===== src/rtl/core/lms_pkg.sv =====
// Types and constants shared by the localization mode supervisor
`default_nettype none

package lms_pkg;

  // apb address width: one 32-bit register at byte address 0
  localparam int unsigned LmsAddrW = 3;
  localparam int unsigned LmsDataW = 32;

  // register word index of localizer_mode
  localparam logic [LmsAddrW-3:0] RegLocalizerMode = '0;

  // localization health states
  typedef enum logic [2:0] {
    ST_UNINIT  = 3'd0,
    ST_INIT    = 3'd1,
    ST_OPER    = 3'd2,
    ST_DEGR    = 3'd3,
    ST_NOLIDAR = 3'd4,
    ST_MANUAL  = 3'd5
  } lms_state_e;

  // event codes
  typedef enum logic [2:0] {
    EV_POSE      = 3'd0,
    EV_GOOD      = 3'd1,
    EV_POOR      = 3'd2,
    EV_UNUSABLE  = 3'd3,
    EV_LIDARFAIL = 3'd4,
    EV_SWITCHGPS = 3'd5,
    EV_TIMEOUT   = 3'd6,
    EV_GNSSTO    = 3'd7
  } lms_event_e;

  // localizer modes; codes 6 and 7 have no name and match only the to_manual test
  typedef enum logic [2:0] {
    MODE_NDT      = 3'd0,
    MODE_GNSS     = 3'd1,
    MODE_AUTO_TO  = 3'd2,
    MODE_AUTO_NTO = 3'd3,
    MODE_GNSS_NDT = 3'd4,
    MODE_GNSS_FIX = 3'd5
  } lms_mode_e;

  // outcome of one event, from the transition logic to the top
  typedef struct packed {
    logic [2:0] state_next;
    logic       has_rule;
    logic       fault_set;
  } lms_step_t;

endpackage

`default_nettype wire


===== src/rtl/core/lms_cfg.sv =====
// APB register block holding the localizer mode
`default_nettype none

module lms_cfg
  import lms_pkg::*;
(
  input  wire logic                clk_i,
  input  wire logic                rst_ni,
  input  wire logic                psel,
  input  wire logic                penable,
  input  wire logic                pwrite,
  input  wire logic [LmsAddrW-1:0] paddr,
  input  wire logic [LmsDataW-1:0] pwdata,
  output logic      [LmsDataW-1:0] prdata,
  output logic                     pready,
  output logic      [2:0]          mode_o
);

  logic [2:0] mode_q, mode_d;
  logic       wr_en;
  logic       sel_mode;

  // address decode on word index
  assign sel_mode = (paddr[LmsAddrW-1:2] == RegLocalizerMode);
  assign wr_en    = psel && penable && pwrite && pready;

  // mode register update
  always_comb begin
    mode_d = mode_q;
    if (wr_en && sel_mode) begin
      mode_d = pwdata[2:0];
    end
  end

  always_ff @(posedge clk_i or negedge rst_ni) begin
    if (!rst_ni) begin
      mode_q <= MODE_NDT;
    end else begin
      mode_q <= mode_d;
    end
  end

  // read back
  always_comb begin
    prdata = '0;
    if (sel_mode) begin
      prdata = {{(LmsDataW-3){1'b0}}, mode_q};
    end
  end

  assign pready = 1'b1;
  assign mode_o = mode_q;

endmodule

`default_nettype wire


===== src/rtl/core/lms_next.sv =====
// Transition rules of the localization supervisor
`default_nettype none

module lms_next
  import lms_pkg::*;
(
  input  wire logic [2:0] state_i,
  input  wire logic [2:0] event_i,
  input  wire logic [2:0] mode_i,
  output lms_step_t       step_o
);

  logic gnss_only;
  logic auto_mode;
  logic to_manual;

  // mode tests
  assign gnss_only = (mode_i inside {MODE_GNSS, MODE_GNSS_FIX});
  assign auto_mode = (mode_i inside {MODE_AUTO_TO, MODE_AUTO_NTO});
  // timeout without lidar fix: ndt, auto with timeout and the unnamed codes
  assign to_manual = !(mode_i inside {MODE_GNSS, MODE_AUTO_NTO, MODE_GNSS_NDT,
                                      MODE_GNSS_FIX});

  // next state per current state and event
  always_comb begin
    step_o.state_next = state_i;
    step_o.has_rule   = 1'b0;
    step_o.fault_set  = 1'b0;
    case (state_i)
      ST_UNINIT, ST_MANUAL: begin
        if (event_i == EV_POSE) begin
          step_o.has_rule   = 1'b1;
          step_o.state_next = gnss_only ? ST_NOLIDAR : ST_INIT;
        end
      end
      ST_INIT: begin
        case (event_i)
          EV_GOOD: begin
            step_o.has_rule   = 1'b1;
            step_o.state_next = ST_OPER;
          end
          EV_POOR: begin
            step_o.has_rule   = 1'b1;
            step_o.state_next = ST_DEGR;
          end
          EV_LIDARFAIL: begin
            step_o.has_rule   = 1'b1;
            step_o.state_next = (mode_i == MODE_NDT) ? ST_MANUAL : ST_NOLIDAR;
          end
          EV_TIMEOUT: begin
            step_o.has_rule   = 1'b1;
            step_o.state_next = ST_MANUAL;
          end
          default: ;
        endcase
      end
      ST_OPER: begin
        case (event_i)
          EV_POSE: begin
            step_o.has_rule   = 1'b1;
            step_o.state_next = ST_INIT;
          end
          EV_POOR: begin
            step_o.has_rule   = 1'b1;
            step_o.state_next = ST_DEGR;
          end
          EV_LIDARFAIL, EV_UNUSABLE: begin
            step_o.has_rule   = 1'b1;
            step_o.state_next = auto_mode ? ST_NOLIDAR : ST_MANUAL;
          end
          EV_SWITCHGPS: begin
            step_o.has_rule = 1'b1;
            if (mode_i == MODE_GNSS_NDT) begin
              step_o.state_next = ST_NOLIDAR;
            end
          end
          default: ;
        endcase
      end
      ST_DEGR: begin
        case (event_i)
          EV_POSE: begin
            step_o.has_rule   = 1'b1;
            step_o.state_next = ST_INIT;
          end
          EV_GOOD: begin
            step_o.has_rule   = 1'b1;
            step_o.state_next = ST_OPER;
          end
          EV_LIDARFAIL, EV_UNUSABLE: begin
            step_o.has_rule   = 1'b1;
            step_o.state_next = auto_mode ? ST_NOLIDAR : ST_MANUAL;
          end
          default: ;
        endcase
      end
      ST_NOLIDAR: begin
        case (event_i)
          EV_POSE: begin
            step_o.has_rule = 1'b1;
            if (!gnss_only) begin
              step_o.state_next = ST_INIT;
            end
          end
          EV_GOOD: begin
            step_o.has_rule = 1'b1;
            if (!gnss_only) begin
              step_o.state_next = ST_OPER;
            end
          end
          EV_TIMEOUT: begin
            step_o.has_rule = 1'b1;
            if (to_manual) begin
              step_o.state_next = ST_MANUAL;
            end
          end
          EV_GNSSTO: begin
            step_o.has_rule  = 1'b1;
            step_o.fault_set = 1'b1;
          end
          default: ;
        endcase
      end
      default: ;
    endcase
  end

endmodule

`default_nettype wire


===== src/rtl/core/localization_mode_supervisor_fsm.sv =====
// Localization health supervisor: input register, transition logic, result register
//
// One event item is taken per clock cycle while in_stall_o is low; each event
// waits in the input register, and its result item is loaded into the result
// register once the output is free, so items stream back to back at one per
// cycle while out_stall_i is low. The state register is updated at the
// same edge that loads the result register, so the following item sees the
// new state. A gnss timeout in the no-lidar state latches
// fatal_fault_o; after that every event returns the frozen state until reset.
// The localizer mode sits at APB byte address 0 and should be written only
// while no item is in flight.
`default_nettype none

module localization_mode_supervisor_fsm
  import lms_pkg::*;
(
  input  wire logic                clk_i,
  input  wire logic                rst_ni,
  // apb configuration
  input  wire logic                psel,
  input  wire logic                penable,
  input  wire logic                pwrite,
  input  wire logic [LmsAddrW-1:0] paddr,
  input  wire logic [LmsDataW-1:0] pwdata,
  output logic      [LmsDataW-1:0] prdata,
  output logic                     pready,
  // event items
  input  wire logic                in_valid_i,
  output logic                     in_stall_o,
  input  wire logic [2:0]          event_code_i,
  // result items
  output logic                     out_valid_o,
  input  wire logic                out_stall_i,
  output logic      [2:0]          current_state_o,
  output logic      [2:0]          previous_state_o,
  output logic                     state_changed_o,
  output logic                     event_unhandled_o,
  output logic                     fatal_fault_o
);

  logic       [2:0] mode;
  lms_step_t        step;

  logic             in_vld_q, in_vld_d;
  logic       [2:0] event_q;
  lms_state_e       state_q, state_d;
  logic             fault_q, fault_d;
  logic             out_vld_q, out_vld_d;
  logic       [2:0] cur_q, prev_q;
  logic             chg_q, unh_q, fat_q;
  logic             out_free;
  logic             advance;
  logic             in_take;

  lms_cfg u_cfg (
    .clk_i   (clk_i),
    .rst_ni  (rst_ni),
    .psel    (psel),
    .penable (penable),
    .pwrite  (pwrite),
    .paddr   (paddr),
    .pwdata  (pwdata),
    .prdata  (prdata),
    .pready  (pready),
    .mode_o  (mode)
  );

  lms_next u_next (
    .state_i (state_q),
    .event_i (event_q),
    .mode_i  (mode),
    .step_o  (step)
  );

  // pipeline flow control
  assign out_free   = !out_vld_q || !out_stall_i;
  assign advance    = in_vld_q && out_free;
  assign in_stall_o = in_vld_q && !out_free;
  assign in_take    = in_valid_i && !in_stall_o;

  // next state and fault latch; a latched fault freezes everything
  always_comb begin
    state_d = state_q;
    fault_d = fault_q;
    if (advance && !fault_q) begin
      state_d = lms_state_e'(step.state_next);
      fault_d = step.fault_set;
    end
  end

  always_comb begin
    in_vld_d = in_take ? 1'b1 : (advance ? 1'b0 : in_vld_q);
    if (advance) begin
      out_vld_d = 1'b1;
    end else if (!out_stall_i) begin
      out_vld_d = 1'b0;
    end else begin
      out_vld_d = out_vld_q;
    end
  end

  // control registers
  always_ff @(posedge clk_i or negedge rst_ni) begin
    if (!rst_ni) begin
      in_vld_q  <= 1'b0;
      out_vld_q <= 1'b0;
      state_q   <= ST_UNINIT;
      fault_q   <= 1'b0;
    end else begin
      in_vld_q  <= in_vld_d;
      out_vld_q <= out_vld_d;
      state_q   <= state_d;
      fault_q   <= fault_d;
    end
  end

  // input payload register
  always_ff @(posedge clk_i) begin
    if (in_take) begin
      event_q <= event_code_i;
    end
  end

  // result payload register
  always_ff @(posedge clk_i) begin
    if (advance) begin
      cur_q  <= state_d;
      prev_q <= state_q;
      chg_q  <= (state_d != state_q);
      unh_q  <= !fault_q && !step.has_rule;
      fat_q  <= fault_d;
    end
  end

  assign out_valid_o       = out_vld_q;
  assign current_state_o   = cur_q;
  assign previous_state_o  = prev_q;
  assign state_changed_o   = chg_q;
  assign event_unhandled_o = unh_q;
  assign fatal_fault_o     = fat_q;

  // fault latch never clears outside reset
  assert property (@(posedge clk_i) disable iff (!rst_ni) fault_q |=> fault_q)
    else $error("fault latch cleared");

  // a fatal result never reports a move or a missing rule
  assert property (@(posedge clk_i) disable iff (!rst_ni)
    out_valid_o && fatal_fault_o |-> !state_changed_o && !event_unhandled_o)
    else $error("fatal result with state change or unhandled flag");

  // state moves only when an item is processed
  assert property (@(posedge clk_i) disable iff (!rst_ni)
    !advance |=> $stable(state_q))
    else $error("state moved without an item");

  // input stalls only while a result waits at the output
  assert property (@(posedge clk_i) disable iff (!rst_ni)
    in_stall_o |-> out_vld_q && out_stall_i)
    else $error("input stalled without output backpressure");

endmodule

`default_nettype wire


===== config.mk =====
export PLATFORM = sky130hd
export DESIGN_NAME = localization_mode_supervisor_fsm
export DESIGN_NICKNAME = d
export VERILOG_FILES = /design/src/rtl/core/lms_pkg.sv /design/src/rtl/core/lms_cfg.sv /design/src/rtl/core/lms_next.sv /design/src/rtl/core/localization_mode_supervisor_fsm.sv
export SDC_FILE = /design/constraint.sdc
export NUM_CORES = 1
export LEC_CHECK = 0
export BUFFER_PORTS_ARGS = -buffer_cell sky130_fd_sc_hd__buf_2
export CAP_MARGIN = 5
export CORE_MARGIN = 4
export CORE_UTILIZATION = 39
export CTS_CLUSTER_DIAMETER = 80
export CTS_CLUSTER_SIZE = 25
export DETAILED_ROUTE_END_ITERATION = 10
export PLACE_DENSITY = 0.78
export SLEW_MARGIN = 20
export SYNTH_ARGS = -nofsm -noshare
export SYNTH_HDL_FRONTEND = slang
export SYNTH_HIERARCHICAL = 1
export SYNTH_SLANG_ARGS = --single-unit

===== constraint.sdc =====
create_clock -name clk_i -period 2.2 [get_ports clk_i]
set_input_delay 0.11 -clock clk_i [delete_from_list [all_inputs] [get_ports clk_i]]
set_output_delay 0.11 -clock clk_i [all_outputs]
set_load 0.005 [all_outputs]

* Word level (Yosys, flattened, before mapping)
Cells that the tools add are included. W data, S select, Z words.
Storage, ports and cells: word-level logic and storage cells 79, bits of input ports 45, output and inout port bits 44, flip-flop bits (word level) 21
Cells by class: bitwise operators 1, mux-type cells 23, reductions and logical operators 25, equal/unequal tests 19
Operators with widths (count):
- $pmux W4 S4 | 2
- $eq A3 B3 Y1 const B | 8
- $mux W3 | 7
- $pmux W4 S5 | 1
- $eq A3 B2 Y1 const B | 6
- $pmux W4 S3 | 1
- $mux W1 | 10
- $eq A3 B1 Y1 const B | 3
- $logic_not A3 Y1 | 3
- $pmux W3 S3 | 1
- $logic_and A1 B1 Y1 | 8
- $logic_not A1 Y1 | 6
- $reduce_bool A2 Y1 | 3
- $mux W4 | 1
- $reduce_bool A4 Y1 | 1
- $reduce_or A2 Y1 | 2
- $reduce_or A4 Y1 | 1
- $ne A3 B3 Y1 | 1
- $ne A2 B1 Y1 const B | 1
- $logic_or A1 B1 Y1 | 1
- $not A1 Y1 | 1

* Longest topological paths before layout
word-level depth 7, gate-level depth with buffers 7, depth with buffers taken out 6

* Modules after synthesis
The synthesis kept the hierarchy.
By module, submodules not included:
- localization_mode_supervisor_fsm | cells each 35, sequential area each 510.5 µm², area an instance 655.6 µm², instances 1
- lms_cfg | cells each 42, sequential area each 75.1 µm², area an instance 402.9 µm², instances 1
- lms_next | cells each 60, sequential area each 0.0 µm², area an instance 366.6 µm², instances 1

* Worst setup path before layout
Ideal clock, no wire load.
path kind register to register, start register state_q[2], end register chg_q, in the netlist state_changed_o, data pin, period minus slack after synthesis 2059 ps, path buffers 1, setup slack 141 ps, data arrival time 1799 ps, cell stages (with the launch flop) 8, required time 1939 ps, library setup time 261 ps, cells stage by stage dfrtp_1 buf_6 or3b_1 a211o_1 o211ai_2 o211ai_2 xor2_1 o31a_2
RTL lines:
- start: declaration | line localization_mode_supervisor_fsm.sv:46 | lms_state_e state_q, state_d;
- start signal: assignment | line localization_mode_supervisor_fsm.sv:112 | state_q <= state_d;
- end signal: assignment | line localization_mode_supervisor_fsm.sv:129 | chg_q <= (state_d != state_q);
- end: declaration | line localization_mode_supervisor_fsm.sv:50 | logic chg_q, unh_q, fat_q;

==> impl_metrics.toml <==
[global_route]
grt_util_all_layers_pct = 11.7
antenna_found_initial = 0
grt_pass1_wl_um = 4080
grt_pass1_vias = 933
grt.overflow.total = 0
grt_max_degree = 15

[clock_tree]
clock_tree.htree_level_count = 1
cts_tree = "done"
cts_inserted_buffers = 3
cts_buffer_depth = 2
clk_latency_ns = 0.26
clk_pin_slew_ns = 0.07
cts-root-buf = "clkbuf_8"
cts_sinks = 21

[final_layout]
fin_area_mm2 = 0.00161
stdcell_count = 217
fin_nets = 217
layout-drive-gt1-share_pct = 33.9
synthToLayoutAreaGrowth_pct = 13.1
antenna_cells = 0
fillerInstances = 360
fin_util_pct = 46.8

[sta]
max_freq_mhz = 481
rsz0062_at_grt = "false"
finalSetupTns_ns = 0
clock_skew_ns = 0.00387
timing.hold.ws_ns = 0.0233
finalSetupViolations = 0
drv_slew = 0
worst_slack_ns = 0.122
hold_viol_final = 0
fin_crit_sh_pct = 94.4
finalCriticalPeriod_ns = 2.08

[synth]
synth_seq_cells = 21
synth_flop_cell = "edfxtp_1"
ys_seq_area_share_pct = 41.1
async_flop_share_pct = 42.9
netlist_area_mm2 = 0.00143
ys_warn_count = 6
avgSynthCellArea_um2 = 10.4
synth_edf_count = 12
ys_types = 44
postSynthCellCount = 137

[floorplanning]
dieArea_mm2 = 0.00469
std_cell_rows = 21
initial_utilization_pct = 41.4
io_pins = 89
die_x_um = 68.5
core-area_mm2 = 0.00344
die_h_um = 68.5

[job]
max-cap-violations = 0

[route]
wl_per_cell_um = 11.5
first_pass_iters = 4
drtIter0Drc = 24
drc = 0
route.antenna.remaining_nets = 0
drt-total-wl_um = 2500
vias = 987
vias_per_cell = 4.55

[setup_path]
crit_fanout = 6
crit_required_ns = 2.21
end_kind = "flop"
reg2reg_slack_ns = 0.12
critPathKind = "flop to flop"
worstPathArrival_ns = 2.08
worstSetupStartpointType = "flop"

[run_status]
status = "complete, no violations"

[placement]
dp_cells = 212
dp_slack_ns = 0.0932
postPlaceCellArea_mm2 = 0.00155
hpwl_um = 1980
globalplace.congestion = 0.855
port_buffers = 27

[pwr]
p_clk_share_pct = 16.2
seqPwrFrac_pct = 41.4
peakVddDrop_v = 0.000466
cellPowerDensity_mw_per_mm2 = 925
p_switching_mw = 0.504
leakagePower_nw = 0.766
power.total_mw = 1.49
power.share.switching_pct = 33.8
p_comb_share_pct = 42.4
intPower_mw = 0.987

[min_path]
hp-class = "input port to flop"
==> kinds of logic after synthesis <==
kind of cell	Yosys count	synth area share, %
other	2	0.527
flip-flops	21	41.1
multiplexers	6	6.32
XOR/XNOR	4	2.46
buffers and inverters	41	19.7
AO/OA/AOI/OAI	27	14.3
AND/OR/NAND/NOR	36	15.6
==> layout make-up <==
| type | count | area, um^2 | share of cell area (%) |
|---|---|---|---|
| clock buffer | 4 | 45.0 | 2.80 |
| inverter | 6 | 22.5 | 1.40 |
| multi-input combinational | 103 | 676 | 41.9 |
| sequential | 21 | 586 | 36.3 |
| tap | 46 | 57.6 | 3.57 |
| timing repair buffer | 37 | 225 | 14.0 |
==> power by group through the flow <==
stage          Combinational [mW]  Sequential [mW]  Clock [mW]
2_1_floorplan               0.463            0.635           0
3_3_place_gp                0.618            0.619           0
3_5_place_dp                0.629            0.623           0
4_1_cts                     0.632            0.615       0.249
5_1_grt                     0.711            0.630       0.271
6_report                    0.633            0.617       0.241
==> cells in the mapped netlist, types with 2 or more instances <==
library cell	n	area, um^2
o22ai_1	2	12.5
dfrtp_1	9	225
o21ai_0	2	10.0
mux2_4	6	90.1
a21oi_1	5	25.0
nor3_1	2	10.0
o211ai_2	2	25.0
xor2_1	4	35.0
nor2_1	6	22.5
nand3_1	2	10.0
inv_1	6	22.5
buf_4	31	233
buf_2	2	10.0
a21o_1	2	15.0
nand2_1	10	37.5
nor2b_1	2	12.5
a31oi_1	3	18.8
edfxtp_1	12	360
and2b_2	3	26.3
conb_1	2	7.51
==> what timing repair did <==
item                                    in CTS  in global routing
hold endpoints to repair                     9                  0
endpoints found under the setup margin       0                  1
hold buffers                                 1                  0
gates resized for setup                      0                  3
setup buffers                                0                  0
==> flip-flops by register name, summed over array words and instances, names as in the netlist <==
register / count
fault_q: 1
fatal_fault_o: 1
event_unhandled_o: 1
current_state_o: 3
previous_state_o: 3
state_q: 3
in_vld_q: 1
out_valid_o: 1
state_changed_o: 1
u_cfg/mode_o: 3
event_q: 3
==> path summary, 6_finish.rpt <==
check | startpoint | to | depth (start not counted)
worst min register to register | fault_q$_DFF_PN0_ | fault_q$_DFF_PN0_ | 1
worst max register to register | event_q[1]$_DFFE_PP_ | state_changed_o$_DFFE_PP_ | 7
worst max-delay path | event_q[1]$_DFFE_PP_ | state_changed_o$_DFFE_PP_ | 7
min in group asynchronous | rst_ni | u_cfg/mode_o[2]$_DFFE_PN0P_ | 2
worst min-delay path | event_code_i[1] | event_q[1]$_DFFE_PP_ | 1
max in group asynchronous | rst_ni | state_q[0]$_DFF_PN0_ | 2
==> critical path, cell delays in order, from the launching register on <==
cell       delay [ns]
edfxtp_1         0.46
buf_4            0.19
nor2b_1          0.14
a2bb2oi_1        0.14
o211ai_1         0.22
o211ai_2         0.15
xor2_1           0.18
o31a_2           0.34
==> cell usage in the layout (no fill, tap or decap), types with 2 or more instances in the layout <==
| cell | n |
|---|---|
| conb_1 | 30 |
| buf_2 | 27 |
| edfxtp_1 | 12 |
| nand2_1 | 10 |
| dfrtp_1 | 9 |
| buf_4 | 8 |
| mux2_4 | 6 |
| inv_1 | 6 |
| a21oi_1 | 5 |
| xor2_1 | 4 |
| nor2_1 | 4 |
| clkbuf_8 | 3 |
| and2b_2 | 3 |
| a31oi_1 | 3 |
| nand3_1 | 2 |
| a21o_1 | 2 |
| o21ai_0 | 2 |
| nor2_2 | 2 |
| nor2b_1 | 2 |
| o22ai_1 | 2 |
| o211ai_2 | 2 |
| nor3_1 | 2 |
==> routing by layer <==
metal	wire (um)	global-route usage, %	vias up
li1	-	-	489
met4	32	4.47	0
met1	1080	14.9	441
met2	1160	18.6	53
met3	234	3.12	4
met5	0	0	-
Note: power is estimated with default switching activity, not from simulation.
